--- config.mk ---
export PLATFORM = sky130hd
export DESIGN_NAME = word_token_classifier
export DESIGN_NICKNAME = d
export VERILOG_FILES = /design/src/rtl/wtc_pkg.sv /design/src/rtl/wtc_lexer.sv /design/src/rtl/wtc_token_fifo.sv /design/src/rtl/word_token_classifier.sv
export SDC_FILE = /design/constraint.sdc
export NUM_CORES = 1
export LEC_CHECK = 0
export BUFFER_PORTS_ARGS = -buffer_cell sky130_fd_sc_hd__buf_2
export CORE_UTILIZATION = 31
export CTS_CLUSTER_SIZE = 12
export DETAILED_ROUTE_END_ITERATION = 16
export PLACE_DENSITY_LB_ADDON = 0.05
export SLEW_MARGIN = 15
export SYNTH_ARGS = -nofsm -noshare
export SYNTH_HDL_FRONTEND = slang
export SYNTH_SLANG_ARGS = --single-unit
--- constraint.sdc ---
create_clock -name i_clk -period 6.8 [get_ports i_clk]
set_clock_uncertainty 0.2 [all_clocks]
set_input_delay 1.7 -clock i_clk [delete_from_list [all_inputs] [get_ports i_clk]]
set_output_delay 1.7 -clock i_clk [all_outputs]
set_load 0.03 [all_outputs]
--- src/rtl/wtc_pkg.sv ---
// Package for the word token classifier.
// Holds token kinds, character codes, sizes and the word classification function.
// No dependencies.
package wtc_pkg;

    localparam int POS_W        = 16;
    localparam int LEN_W        = 8;
    localparam int MAX_WORD_LEN = 255;
    localparam int START_W      = 16;
    localparam int BYTE_W       = 8;
    localparam int FIFO_DEPTH   = 8;
    localparam int FIFO_AW      = $clog2(FIFO_DEPTH);
    localparam int TDATA_W      = 40;

    localparam logic [BYTE_W-1:0] CH_SPACE  = 8'h20;
    localparam logic [BYTE_W-1:0] CH_NL     = 8'h0A;
    localparam logic [BYTE_W-1:0] CH_SQUOTE = 8'h27;
    localparam logic [BYTE_W-1:0] CH_DQUOTE = 8'h22;
    localparam logic [BYTE_W-1:0] CH_EQ     = 8'h3D;
    localparam logic [BYTE_W-1:0] CH_STAR   = 8'h2A;
    localparam logic [BYTE_W-1:0] CH_PLUS   = 8'h2B;
    localparam logic [BYTE_W-1:0] CH_MINUS  = 8'h2D;
    localparam logic [BYTE_W-1:0] CH_SLASH  = 8'h2F;

    typedef enum logic [2:0] {
        KIND_DATATYPE     = 3'd0,
        KIND_OPERATOR     = 3'd1,
        KIND_PUNCTUATOR   = 3'd2,
        KIND_NUMBER       = 3'd3,
        KIND_STRING       = 3'd4,
        KIND_ENDSTATEMENT = 3'd5,
        KIND_ASSIGNMENT   = 3'd6,
        KIND_ERROR        = 3'd7
    } t_kind;

    typedef struct packed {
        logic                last;
        logic [BYTE_W-1:0]   symbol;
        logic [LEN_W-1:0]    length;
        logic [START_W-1:0]  start;
        t_kind               kind;
    } t_token;

    typedef struct packed {
        logic [2:0]          valid;
        t_token [2:0]        tok;
    } t_push;

    function automatic logic is_digit(input logic [BYTE_W-1:0] c);
        return (c >= 8'h30) && (c <= 8'h39);
    endfunction

    function automatic logic is_letter(input logic [BYTE_W-1:0] c);
        return ((c >= 8'h41) && (c <= 8'h5A)) || ((c >= 8'h61) && (c <= 8'h7A));
    endfunction

    // sel 0: "int", sel 1: "str"
    function automatic logic [BYTE_W-1:0] kw_char(input logic sel, input logic [1:0] idx);
        logic [BYTE_W-1:0] ch;
        unique case (idx)
            2'd0:    ch = sel ? 8'h73 : 8'h69;
            2'd1:    ch = sel ? 8'h74 : 8'h6E;
            2'd2:    ch = sel ? 8'h72 : 8'h74;
            default: ch = 8'h00;
        endcase
        return ch;
    endfunction

    function automatic t_kind classify(
        input logic [LEN_W-1:0]  len,
        input logic              digits,
        input logic              letters,
        input logic [1:0]        alive,
        input logic [BYTE_W-1:0] c
    );
        t_kind k;
        priority if (len == LEN_W'(3) && alive != 2'b00) k = KIND_DATATYPE;
        else if (digits)                                  k = KIND_NUMBER;
        else if (len == LEN_W'(1) && c == CH_EQ)          k = KIND_ASSIGNMENT;
        else if (len == LEN_W'(1) && (c == CH_STAR || c == CH_PLUS ||
                                      c == CH_MINUS || c == CH_SLASH))
                                                          k = KIND_OPERATOR;
        else if (letters)                                 k = KIND_STRING;
        else                                              k = KIND_ERROR;
        return k;
    endfunction

endpackage

--- src/rtl/wtc_lexer.sv ---
// Word state and classification for one text byte per cycle.
// Produces up to three tokens per byte. Depends on wtc_pkg.
module wtc_lexer
    import wtc_pkg::*;
(
    input  logic              i_clk,
    input  logic              i_rst_n,
    input  logic              i_valid,
    input  logic [BYTE_W-1:0] i_byte,
    input  logic              i_last,
    output t_push             o_push
);

    logic [LEN_W-1:0]  r_len,     n_len;
    logic              r_digits,  n_digits;
    logic              r_letters, n_letters;
    logic [1:0]        r_alive,   n_alive;
    logic [BYTE_W-1:0] r_first,   n_first;
    logic [POS_W-1:0]  r_start,   n_start;
    logic [POS_W-1:0]  r_pos,     n_pos;
    logic              r_halted,  n_halted;

    logic              is_sep;
    logic              is_nl;
    logic              is_quote;
    logic              is_mark;
    logic [LEN_W-1:0]  a_len;
    logic              a_digits;
    logic              a_letters;
    logic [1:0]        a_alive;
    logic [BYTE_W-1:0] a_first;
    logic [POS_W-1:0]  a_start;
    logic [LEN_W-1:0]  w_len;
    logic              w_digits;
    logic              w_letters;
    logic [1:0]        w_alive;
    logic [BYTE_W-1:0] w_first;
    logic [POS_W-1:0]  w_start;
    t_kind             w_kind;
    logic              w_err;
    logic              v_w, v_m, v_e;
    logic [POS_W-1:0]  pos_inc;
    logic              active;

    assign active   = i_valid && !r_halted;
    assign is_nl    = (i_byte == CH_NL);
    assign is_sep   = (i_byte == CH_SPACE) || is_nl;
    assign is_quote = (i_byte == CH_SQUOTE) || (i_byte == CH_DQUOTE);
    assign is_mark  = is_sep || is_quote;
    assign pos_inc  = r_pos + POS_W'(1);

    always_comb begin
        logic fresh;
        fresh     = (r_len == '0);
        a_start   = fresh ? r_pos  : r_start;
        a_first   = fresh ? i_byte : r_first;
        a_digits  = (fresh || r_digits)  && is_digit(i_byte);
        a_letters = (fresh || r_letters) && is_letter(i_byte);
        a_alive   = fresh ? 2'b11 : r_alive;
        if (r_len < LEN_W'(3)) begin
            if (i_byte != kw_char(1'b0, r_len[1:0])) a_alive[0] = 1'b0;
            if (i_byte != kw_char(1'b1, r_len[1:0])) a_alive[1] = 1'b0;
        end else begin
            a_alive = 2'b00;
        end
        a_len = (r_len < LEN_W'(MAX_WORD_LEN)) ? r_len + LEN_W'(1) : r_len;
    end

    always_comb begin
        if (is_mark) begin
            w_len     = r_len;
            w_digits  = r_digits;
            w_letters = r_letters;
            w_alive   = r_alive;
            w_first   = r_first;
            w_start   = r_start;
        end else begin
            w_len     = a_len;
            w_digits  = a_digits;
            w_letters = a_letters;
            w_alive   = a_alive;
            w_first   = a_first;
            w_start   = a_start;
        end
        w_kind = classify(w_len, w_digits, w_letters, w_alive, w_first);
    end

    always_comb begin
        v_w   = is_mark ? (r_len != '0) : i_last;
        w_err = v_w && (w_kind == KIND_ERROR);
        v_m   = (is_nl || is_quote) && !w_err;
        v_e   = i_last && !is_nl && !w_err;
    end

    always_comb begin
        o_push.valid = active ? {v_e, v_m, v_w} : 3'b000;

        o_push.tok[0].kind   = w_kind;
        o_push.tok[0].start  = START_W'(w_start);
        o_push.tok[0].length = w_len;
        o_push.tok[0].symbol = w_first;
        o_push.tok[0].last   = !v_m && !v_e;

        o_push.tok[1].kind   = is_nl ? KIND_ENDSTATEMENT : KIND_PUNCTUATOR;
        o_push.tok[1].start  = START_W'(r_pos);
        o_push.tok[1].length = is_nl ? LEN_W'(0) : LEN_W'(1);
        o_push.tok[1].symbol = i_byte;
        o_push.tok[1].last   = !v_e;

        o_push.tok[2].kind   = KIND_ENDSTATEMENT;
        o_push.tok[2].start  = START_W'(pos_inc);
        o_push.tok[2].length = LEN_W'(0);
        o_push.tok[2].symbol = CH_NL;
        o_push.tok[2].last   = 1'b1;
    end

    always_comb begin
        n_len     = r_len;
        n_digits  = r_digits;
        n_letters = r_letters;
        n_alive   = r_alive;
        n_first   = r_first;
        n_start   = r_start;
        n_pos     = r_pos;
        n_halted  = r_halted;
        if (active) begin
            n_pos    = pos_inc;
            n_halted = w_err;
            if (is_mark || i_last) begin
                n_len     = '0;
                n_digits  = 1'b1;
                n_letters = 1'b1;
                n_alive   = 2'b11;
                n_first   = '0;
                n_start   = '0;
            end else begin
                n_len     = a_len;
                n_digits  = a_digits;
                n_letters = a_letters;
                n_alive   = a_alive;
                n_first   = a_first;
                n_start   = a_start;
            end
        end
    end

    always_ff @(posedge i_clk) begin
        if (!i_rst_n) begin
            r_len     <= '0;
            r_digits  <= 1'b1;
            r_letters <= 1'b1;
            r_alive   <= 2'b11;
            r_first   <= '0;
            r_start   <= '0;
            r_pos     <= '0;
            r_halted  <= 1'b0;
        end else begin
            r_len     <= n_len;
            r_digits  <= n_digits;
            r_letters <= n_letters;
            r_alive   <= n_alive;
            r_first   <= n_first;
            r_start   <= n_start;
            r_pos     <= n_pos;
            r_halted  <= n_halted;
        end
    end

endmodule

--- src/rtl/wtc_token_fifo.sv ---
// Token queue: takes up to three tokens a cycle, hands out one a cycle while the reader is ready.
// Depends on wtc_pkg.
module wtc_token_fifo
    import wtc_pkg::*;
(
    input  logic   i_clk,
    input  logic   i_rst_n,
    input  t_push  i_push,
    output logic   o_room,
    output logic   o_valid,
    input  logic   i_ready,
    output t_token o_token
);

    t_token             r_mem [FIFO_DEPTH];
    logic [FIFO_AW-1:0] r_wr_ptr, n_wr_ptr;
    logic [FIFO_AW-1:0] r_rd_ptr, n_rd_ptr;
    logic [FIFO_AW:0]   r_count,  n_count;
    logic [FIFO_AW-1:0] off1, off2;
    logic [1:0]         npush;
    logic               pop;

    assign o_room  = r_count <= (FIFO_AW+1)'(FIFO_DEPTH - 3);
    assign o_valid = r_count != '0;
    assign o_token = r_mem[r_rd_ptr];
    assign pop     = o_valid && i_ready;

    always_comb begin
        off1     = FIFO_AW'(i_push.valid[0]);
        off2     = FIFO_AW'(i_push.valid[0]) + FIFO_AW'(i_push.valid[1]);
        npush    = 2'(i_push.valid[0]) + 2'(i_push.valid[1]) + 2'(i_push.valid[2]);
        n_wr_ptr = r_wr_ptr + FIFO_AW'(npush);
        n_rd_ptr = r_rd_ptr + FIFO_AW'(pop);
        n_count  = r_count + (FIFO_AW+1)'(npush) - (FIFO_AW+1)'(pop);
    end

    always_ff @(posedge i_clk) begin
        if (i_push.valid[0]) r_mem[r_wr_ptr]        <= i_push.tok[0];
        if (i_push.valid[1]) r_mem[r_wr_ptr + off1] <= i_push.tok[1];
        if (i_push.valid[2]) r_mem[r_wr_ptr + off2] <= i_push.tok[2];
    end

    always_ff @(posedge i_clk) begin
        if (!i_rst_n) begin
            r_wr_ptr <= '0;
            r_rd_ptr <= '0;
            r_count  <= '0;
        end else begin
            r_wr_ptr <= n_wr_ptr;
            r_rd_ptr <= n_rd_ptr;
            r_count  <= n_count;
        end
    end

endmodule

--- src/rtl/word_token_classifier.sv ---
// Word token classifier top level: input byte register, lexer, token queue.
// An accepted byte is held in the input register, then its tokens are written into the token queue.
// Throughput: one byte per cycle while the 8-entry token queue has room for 3.
// Synchronous active-low reset clears word state, position, halt flag and queue.
// Depends on wtc_pkg, wtc_lexer, wtc_token_fifo.
module word_token_classifier
    import wtc_pkg::*;
(
    input  logic               i_clk,
    input  logic               i_rst_n,
    input  logic               s_axis_tvalid,
    output logic               s_axis_tready,
    input  logic [7:0]         s_axis_tdata,  // [7:0] text_byte
    input  logic               s_axis_tlast,  // end_of_text
    output logic               m_axis_tvalid,
    input  logic               m_axis_tready,
    output logic [TDATA_W-1:0] m_axis_tdata,  // [2:0] token_kind, [18:3] token_start,
                                              // [26:19] token_length, [34:27] first_symbol
    output logic               m_axis_tlast   // last_of_run
);

    logic              r_in_valid;
    logic [BYTE_W-1:0] r_in_byte;
    logic              r_in_last;
    logic              room;
    logic              advance;
    t_push             push;
    t_token            token;

    assign advance       = r_in_valid && room;
    assign s_axis_tready = !r_in_valid || advance;

    always_ff @(posedge i_clk) begin
        if (!i_rst_n) begin
            r_in_valid <= 1'b0;
        end else if (s_axis_tready) begin
            r_in_valid <= s_axis_tvalid;
        end
    end

    always_ff @(posedge i_clk) begin
        if (s_axis_tready && s_axis_tvalid) begin
            r_in_byte <= s_axis_tdata;
            r_in_last <= s_axis_tlast;
        end
    end

    wtc_lexer u_lexer (
        .i_clk   (i_clk),
        .i_rst_n (i_rst_n),
        .i_valid (advance),
        .i_byte  (r_in_byte),
        .i_last  (r_in_last),
        .o_push  (push)
    );

    wtc_token_fifo u_fifo (
        .i_clk   (i_clk),
        .i_rst_n (i_rst_n),
        .i_push  (push),
        .o_room  (room),
        .o_valid (m_axis_tvalid),
        .i_ready (m_axis_tready),
        .o_token (token)
    );

    assign m_axis_tdata = {(TDATA_W - 35)'(0), token.symbol, token.length,
                           token.start, token.kind};
    assign m_axis_tlast = token.last;

endmodule

* Word level (Yosys, flattened, before mapping)
Memory sizes are Yosys's and may differ from the RTL's. A register that Yosys moved wholly into a read port is not among the register bits. Index checks and enable logic that the tools add are counted.
Cells by class: add/sub/neg operators 11, $lt $le $gt $ge 9, eq/ne operators 16, muxes and demuxes 39, reduce and logical (&&, ||, !) cells 40
Operators by type and width (count):
- 8-bit by 6-bit == test with 1-bit output (second input constant) | 8
- 8-bit 2-to-1 mux | 8
- 16-bit 2-to-1 mux | 3
- 7-bit case mux with 3 select lines | 2
- 3-bit 2-to-1 mux | 7
- 1-bit logical AND | 17
- 16-bit by 1-bit adder with 16-bit output (second input constant) | 1
- 8-bit by 7-bit >= comparator with 1-bit output (second input constant) | 2
- 8-bit by 7-bit <= comparator with 1-bit output (second input constant) | 2
- 8-bit inequality test | 2
- 1-bit 2-to-1 mux | 14
- 1-bit logical OR | 12
- 2-bit 2-to-1 mux | 5
- 8-bit by 1-bit adder with 8-bit output (second input constant) | 1
- 8-bit by 1-bit == test with 1-bit output (second input constant) | 1
- 8-bit by 2-bit == test with 1-bit output (second input constant) | 1
- 8-bit by 4-bit == test with 1-bit output (second input constant) | 1
- 8-bit by 6-bit >= comparator with 1-bit output (second input constant) | 1
- 8-bit by 6-bit <= comparator with 1-bit output (second input constant) | 1
- 8-bit logical NOT | 1
- 8-bit by 2-bit less-than comparator with 1-bit output (second input constant) | 1
- 8-bit less-than comparator (second input constant) | 1
- 8-bit nonzero test | 1
- 3-bit by 1-bit adder with 3-bit output | 2
- 14 further kinds | 20
Storage, ports and cells: register bits 73, memory bits (writable) 288, input bits 13, output and inout port bits 43, logic and storage cells 130, memories kept 1
Memories:
- u_fifo.r_mem | depth 8, width 36, rd ports 1, clocked after memory_dff 1, write ports 3, line wtc_token_fifo.sv:15 | t_token r_mem [FIFO_DEPTH];

* Logic depth before layout (Yosys ltp)
Gate-level depths: netlist (run 1).
depth after elaboration 22, mapped depth 28, depth with buffers taken out 20

* Cells and area by module
From an unflattened synthesis (run 1), not the netlist that was laid out.
Second synthesis, totals: cells, all modules 2606, area total of the unflattened synthesis 24384.6 µm²
By module, submodules not included:
- wtc_token_fifo | times used 1, cells an instance 2089, area an instance 20053.0 µm², sequential area each 8848.5 µm²
- wtc_lexer | times used 1, cells an instance 496, area an instance 3955.0 µm², sequential area each 1061.0 µm²
- word_token_classifier | times used 1, cells an instance 21, area an instance 376.6 µm², sequential area each 290.3 µm²

* Least setup slack after synthesis (run 1)
OpenSTA, ideal clock, no wires.
path type register to register, start point register u_lexer.r_len[0], end point memory u_fifo.r_mem[3][10] in the netlist's numbering (enable), setup time 0.372 ns, arrival 5.346 ns, data required time 6.228 ns, path slack 0.882 ns, stages on the path, launching flop included 27, buffers on the path 6, clock period less this slack 5.918 ns, cells stage by stage dfxtp_1 -> inv_1 -> ha_1 -> clkbuf_1 -> nor3_1 -> o2111ai_1 -> a211oi_2 -> nor3_1 -> o31a_1 -> buf_4 -> o31ai_2 -> buf_4 -> buf_4 -> buf_2 -> nand2_1 -> inv_1 -> ha_1 -> ha_1 -> inv_1 -> fa_1 -> nor2b_1 -> o21ai_0 -> o31a_2 -> nor2_1 -> nor2_1 -> buf_2 -> nand2_1
RTL lines:
- from (decl) | line wtc_lexer.sv:14 | logic [LEN_W-1:0] r_len, n_len;
- from (signal assigned) | line wtc_lexer.sv:158 | r_len <= n_len;
- to (decl) | line wtc_token_fifo.sv:15

==> qor.txt, run 1 <==
share of layout cells above drive strength 1 -> 18.5%
Max-cap violations -> 0
Layout Nets -> 2240
GR Layer Usage met2 -> 42.1%
WHS Endpoint -> u_fifo.r_mem[1][28]
# clock sinks -> 361
postcts setup bufs -> 0
Hold Crit Start -> u_fifo.r_mem[1][28]
IO Pins -> 56
RSZ-0062 raised after global routing -> false
initial core utilization -> 31.4%
critical path class -> reg2reg
final count of negative-setup-slack endpoints -> 0
first-pass GRT wire length -> 128000 um
Gate Count Post-Synth -> 2193
Syn. warnings -> 0
Total GRT Usage -> 26.2%
Async SR Flop Fraction -> 0%
Slew Limit Fails -> 0
root buf cell -> clkbuf_16
port bufs -> 50
syn_area_per_cell -> 9.42 um^2
H-tree level count -> 2
final hold violations -> 0
area grow syn2layout -> 13.8%
Top Usage Layer GRT -> met2
Vias -> 18000
Clock Latency Late Sink -> 0.62 ns
f_max -> 0.160 GHz
cell taking the most area after synthesis -> dfxtp_1
most common cell after layout, fill and taps aside -> nor2_1
Slew headroom -> 19.8%
DRT iter0 DRCs -> 1885
gr ovfl total -> 0
die height -> 260 um
DR vias/cell -> 5.81
# DRC -> 0
FF-to-FF End -> u_fifo.r_mem[6][14]
P_leak -> 8.59 nW
clk buf depth -> 3
diode count -> 0
antenna violations before repair -> 1
number of synthesized register bits -> 361
Clk pin slew, worst setup/hold paths -> 0.06 ns
pin count of the biggest net entering global routing -> 65
Pre-antenna DRT Iters -> 6
Crit Path Max Fanout -> 17
DP HPWL -> 60300 um
Post-DRT Antenna Nets -> 0
Synth area leaders -> dfxtp_1, edfxtp_1, mux4_2, nor2_1, mux2i_1
grt met1 use -> 36.5%
RR Startpoint -> r_in_byte[1]
Worst-Margin Slew -> 1.17 ns
hold_buf cts -> 0
Yosys cell types -> 90
number of enable flip-flop cells after synthesis -> 137
commonest cells after routing, fill and taps aside -> nor2_1, dfxtp_1, nand2_1, a21oi_1, edfxtp_1
Yosys top cell area share -> 21.7%
CTS tree -> yes
hold path depth -> 1
Crit path required time -> 6.94 ns
PD cells -> 292 nW/um^2
Final Util -> 35.7%
FP Rows -> 94
die width -> 260 um
PostCTS Resize Cnt -> 0
Seq/Total Area, Yosys -> 41.6%
total negative slack -> 0 ns
CTS Buf Count -> 45
die area -> 67700 um^2
period utilization -> 91.9%
minimum clock period -> 6.25 ns
Hold Path Class -> reg2reg
Detailed Route WL -> 89400 um
element type at the critical path start -> register
status -> finished, final reports clean
Placer Congestion -> 0.906
commonest register cell after synthesis -> dfxtp_1
grt met3 use -> 3.31%
flop-to-flop setup slack -> 0.55 ns
Critical Path End Type -> register
vias in the first global route -> 17600
Core Area -> 65900 um^2
WL/cell -> 28.8 um
worst r2r path cells -> 18
fillers -> 6688
Peak supply drop -> 0.186 mV
Netlist Area Pre-Place -> 20700 um^2
Data arrival, critical path -> 6.39 ns
## state kept, by name (all words and copies together), names as in the netlist
signal / count
u_lexer.r_alive: 2
u_fifo.r_wr_ptr: 3
u_lexer.r_start: 16
u_lexer.r_halted: 1
u_lexer.r_letters: 1
r_in_last: 1
u_lexer.r_len: 8
u_lexer.r_digits: 1
u_lexer.r_pos: 16
u_fifo.r_mem: 288
r_in_valid: 1
u_fifo.r_count: 4
u_fifo.r_rd_ptr: 3
r_in_byte: 8
u_lexer.r_first: 8
## critical path: stages (launching register included)
cell and delay (ns):
edfxtp_1 0.66, or4b_4 0.58, o21ai_4 0.48, mux2_2 0.43, o21ai_1 0.30, o31ai_4 0.12
nand2_1 0.12, inv_1 0.05, ha_1 0.27, ha_1 0.13, inv_1 0.04, fa_1 0.42
xor2_1 0.26, nor3_1 0.49, inv_1 0.27, nor2_2 0.41, buf_4 0.37, nor3_1 0.09
a211o_1 0.31
## layout make-up
cell class	instances	area, um^2	area share [%]
well taps	864	1080	4.60
inverters	36	135	0.575
repair buffers	155	1040	4.42
multi-input cells	1603	11200	47.6
clock buffers	62	1270	5.40
clock inverters	21	176	0.751
flip-flops and latches	361	8610	36.6
## cell families after synthesis
kind of cell | share of synthesized area, %
other | 0.0182
and+or+nand+nor | 16.5
xor gates and xnor gates | 1.53
DFF | 41.6
adders and majority gates | 1.66
AOI/OAI and AO/OA | 19.3
muxes | 14.6
buffers and inverters | 4.78
## layer usage
metal	vias up	wire length, um
li1	8106	-
met1	9045	40100
met2	726	41300
met3	145	5370
met4	2	2670
met5	-	13
## cell usage after synthesis, drive strengths merged (44+ instances only)
cell and instances:
nor2 279, dfxtp 224, nand2 209, a21oi 157, o21ai 152, edfxtp 137, clkbuf 125, mux2i 83
buf 72, mux4 72, a211oi 58, mux2 49, nor3 45, o211ai 45, nand3 44
## report_power, final
| group | total, mW | internal, mW | switching [mW] | leakage (nW) |
|---|---|---|---|---|
| Clock | 2.39 | 1.35 | 1.04 | 0.708 |
| Combinational | 1.79 | 0.737 | 1.06 | 4.81 |
| Sequential | 2.68 | 2.45 | 0.237 | 3.07 |
## how the worst max path moves through the flow
stage | to | depth (start not counted) | startpoint
final | u_fifo.r_mem[6][14] | 18 | r_in_byte[1]
after global routing | u_fifo.r_mem[6][6] | 18 | r_in_byte[1]
after CTS | u_fifo.r_mem[6][14] | 18 | r_in_byte[1]
after detailed placement | u_fifo.r_mem[6][14] | 18 | r_in_byte[1]
after global placement | u_fifo.r_mem[6][14] | 18 | r_in_byte[1]
after floorplan | u_fifo.r_mem[3][10] | 26 | u_lexer.r_len[0]
## metrics by stage
step / instance area, um^2 / setup WS, ns / hold WS (ns) / cells / power (mW)
3_5_place_dp: 22100 / 0.638 / 0.253 / 3019 / 4.54
6_report: 23500 / 0.552 / 0.272 / 3102 / 6.86
2_1_floorplan: 20700 / 0.882 / 0.231 / 2197 / 3.91
3_3_place_gp: 22100 / 0.669 / 0.240 / 3019 / 4.53
4_1_cts: 23500 / 0.643 / 0.272 / 3102 / 6.94
5_1_grt: 23500 / 0.245 / 0.289 / 3102 / 7.14
No activity file was read; power rests on OpenSTA's default activity.
==> inputs of run 2 (changes only) <==
BUFFER_PORTS_ARGS = not set   (was -buffer_cell sky130_fd_sc_hd__buf_2)
DONT_BUFFER_PORTS = 1   (was not set)
SLEW_MARGIN = not set   (was 15)
clock period = 5.72 ns   (was 6.8 ns; I/O delays follow)
==> run 2 against run 1 <==
  * Die area unchanged
  * Final cell count decreased by 0.16%
  * Flip-flop and latch count unchanged
  * Clock power increased by 15%
  * Core utilization increased by 0.31 points
  * Via count increased by 0.14%
  * Maximum frequency increased by 13%
  * Count of clock-buffer cells in the layout increased by 7
  * Design area increased by 0.87%
  * Register-to-register slack got worse by 0.34 ns
==> qor.txt, run 2 (synthesis results as in run 1) <==
status -> finished, final reports clean
PD cells -> 337 nW/um^2 (+15%)
worst path cell trace -> or4b_4, o21ai_4, mux2_2, o21ai_1, o31ai_4, nand2_1, inv_1, ha_1, ha_1, inv_1, fa_1, nor2b_1, o21ai_0, o31a_2, nor2_2, buf_4, nor2_1, nand2_2, buf_12
Non-Filler Instances -> 3097 (-0.16%)
element type at the critical path start -> register
critical path class -> reg2reg
post-placement cell area -> 22300 um^2 (+0.92%)
vias in the first global route -> 17700 (+0.48%)
Crit Path Max Fanout -> 16 (-1)
Core Area -> 65900 um^2 (unchanged)
top flop regs -> u_fifo.r_mem (288), u_lexer.r_pos (16), u_lexer.r_start (16)
Detailed Route WL -> 90000 um (+0.71%)
flop-to-flop setup slack -> 0.21 ns (-0.34 ns)
Critical Path End Type -> register
Total GRT Usage -> 26.4% (+0.22 points)
Place WS -> 0.0376 ns (-0.600 ns)
grt met1 use -> 36.8% (+0.26 points)
Post-DRT Antenna Nets -> 0 (unchanged)
DP HPWL -> 60600 um (+0.44%)
Layout Nets -> 2237 (-0.13%)
Clk pin slew, worst setup/hold paths -> 0.06 ns (about the same)
FP Rows -> 94 (unchanged)
Peak supply drop -> 0.199 mV (+7.3%)
CP max-delay cell -> or4b_4
Top Usage Layer GRT -> met2
grt met3 use -> 3.80% (+0.49 points)
setup ws final -> 0.210 ns (-0.342 ns)
Reg with most FFs -> u_fifo.r_mem
f_max -> 0.181 GHz (+13%)
CTS Buf Count -> 46 (+2.2%)
hold_buf cts -> 0 (unchanged)
initial core utilization -> 31.4% (unchanged)
IO Pins -> 56 (unchanged)
fillers -> 6656 (-0.48%)
CTS tree -> yes
area grow syn2layout -> 14.7%
# clock sinks -> 361 (unchanged)
port bufs -> 0 (-100%)
period utilization -> 96.3% (+4.4 points)
GR Layer Usage met2 -> 42.5% (+0.38 points)
final hold violations -> 0 (unchanged)
die height -> 260 um (unchanged)
Pre-antenna DRT Iters -> 8 (+2)
worst stage delay on the critical path -> 0.63 ns (-0.03 ns)
# DRC -> 0 (unchanged)
Data arrival, critical path -> 5.59 ns (-0.80 ns)
H-tree level count -> 2 (unchanged)
Final Util -> 36.0% (+0.31 points)
WHS -> 0.262 ns (-0.00911 ns)
share of layout cells above drive strength 1 -> 18.6% (+0.10 points)
Crit path required time -> 5.80 ns (-1.14 ns)
Hold Path Class -> reg2reg
clk buf depth -> 3 (unchanged)
gr ovfl total -> 0 (unchanged)
Vias -> 18100 (+0.14%)
Max-cap violations -> 0 (unchanged)
Worst-Margin Slew -> 1.28 ns (+0.113 ns)
pin count of the biggest net entering global routing -> 65 (unchanged)
first-pass GRT wire length -> 129000 um (+0.51%)
minimum clock period -> 5.51 ns (-0.738 ns)
DR vias/cell -> 5.83 (+0.31%)
most common cell after layout, fill and taps aside -> nor2_1
antenna violations before repair -> 3 (+2)
total negative slack -> 0 ns (unchanged)
die width -> 260 um (unchanged)
RSZ-0062 raised after global routing -> true
commonest cells after routing, fill and taps aside -> nor2_1, dfxtp_1, nand2_1, a21oi_1, buf_4
max FFs per register -> 288 (unchanged)
post-route cell area -> 23700 um^2 (+0.87%)
Slew Limit Fails -> 0 (unchanged)
die area -> 67700 um^2 (unchanged)
DRT iter0 DRCs -> 1756 (-6.8%)
Placer Congestion -> 0.896 (-1.2%)
WL/cell -> 29.1 um (+0.87%)
Total Power -> 7.99 mW (+16%)
root buf cell -> clkbuf_16
Cells after DPL -> 3015 (-0.13%)
P_leak -> 8.57 nW (-0.20%)
final count of negative-setup-slack endpoints -> 0 (unchanged)
Slew headroom -> 14.3% (-5.5 points)
Clock Latency Late Sink -> 0.60 ns (-0.02 ns)
[run 2: timing repair]
item / CTS / global route
buffers inserted: 0 / 0
endpoints found under the setup margin: 0 / 152
gates resized for setup: 0 / 16
[run 2: worst paths after layout]
kind,from,depth (start not counted),end
worst min register to register,u_fifo.r_mem[1][28],1,u_fifo.r_mem[1][28]
worst max-delay path,r_in_byte[4],19,u_fifo.r_mem[2][12]
worst max register to register,r_in_byte[4],19,u_fifo.r_mem[2][12]
worst min-delay path,u_fifo.r_mem[1][28],1,u_fifo.r_mem[1][28]
[run 2: power by group]
part	leakage, nW	switching [mW]	total, mW	internal (mW)
sequential	3.04	0.224	3.13	2.91
clock	0.671	1.18	2.74	1.56
combinational	4.86	1.31	2.12	0.810
total	8.57	2.71	7.99	5.27
[run 2: metal layers]
metal,part of all wire (%),vias up,routed length (um)
met3,6.6,153,5960
met2,46,788,41400
li1,-,8128,-
met5,0,-,0
met1,45,8981,40200
met4,2.8,0,2560
[run 2: final cells by class]
type	instances	area, um^2	area share (%)
Timing Repair Buffer	151	1220	5.15
Tap cell	864	1080	4.56
Sequential cell	361	8610	36.3
Antenna cell	2	5.00	0.0211
Clock inverter	11	81.3	0.343
Inverter	36	135	0.570
Clock buffer	69	1290	5.45
Multi-Input combinational cell	1603	11300	47.6
[run 2: critical path, delay by kind of cell (launching register included)]
kind	cells	cell delay [ns]
compound gates	5	1.24
fa+ha+maj	3	0.88
buf+inv	4	0.57
flops	1	0.49
mux	1	0.40
simple gates	6	1.39
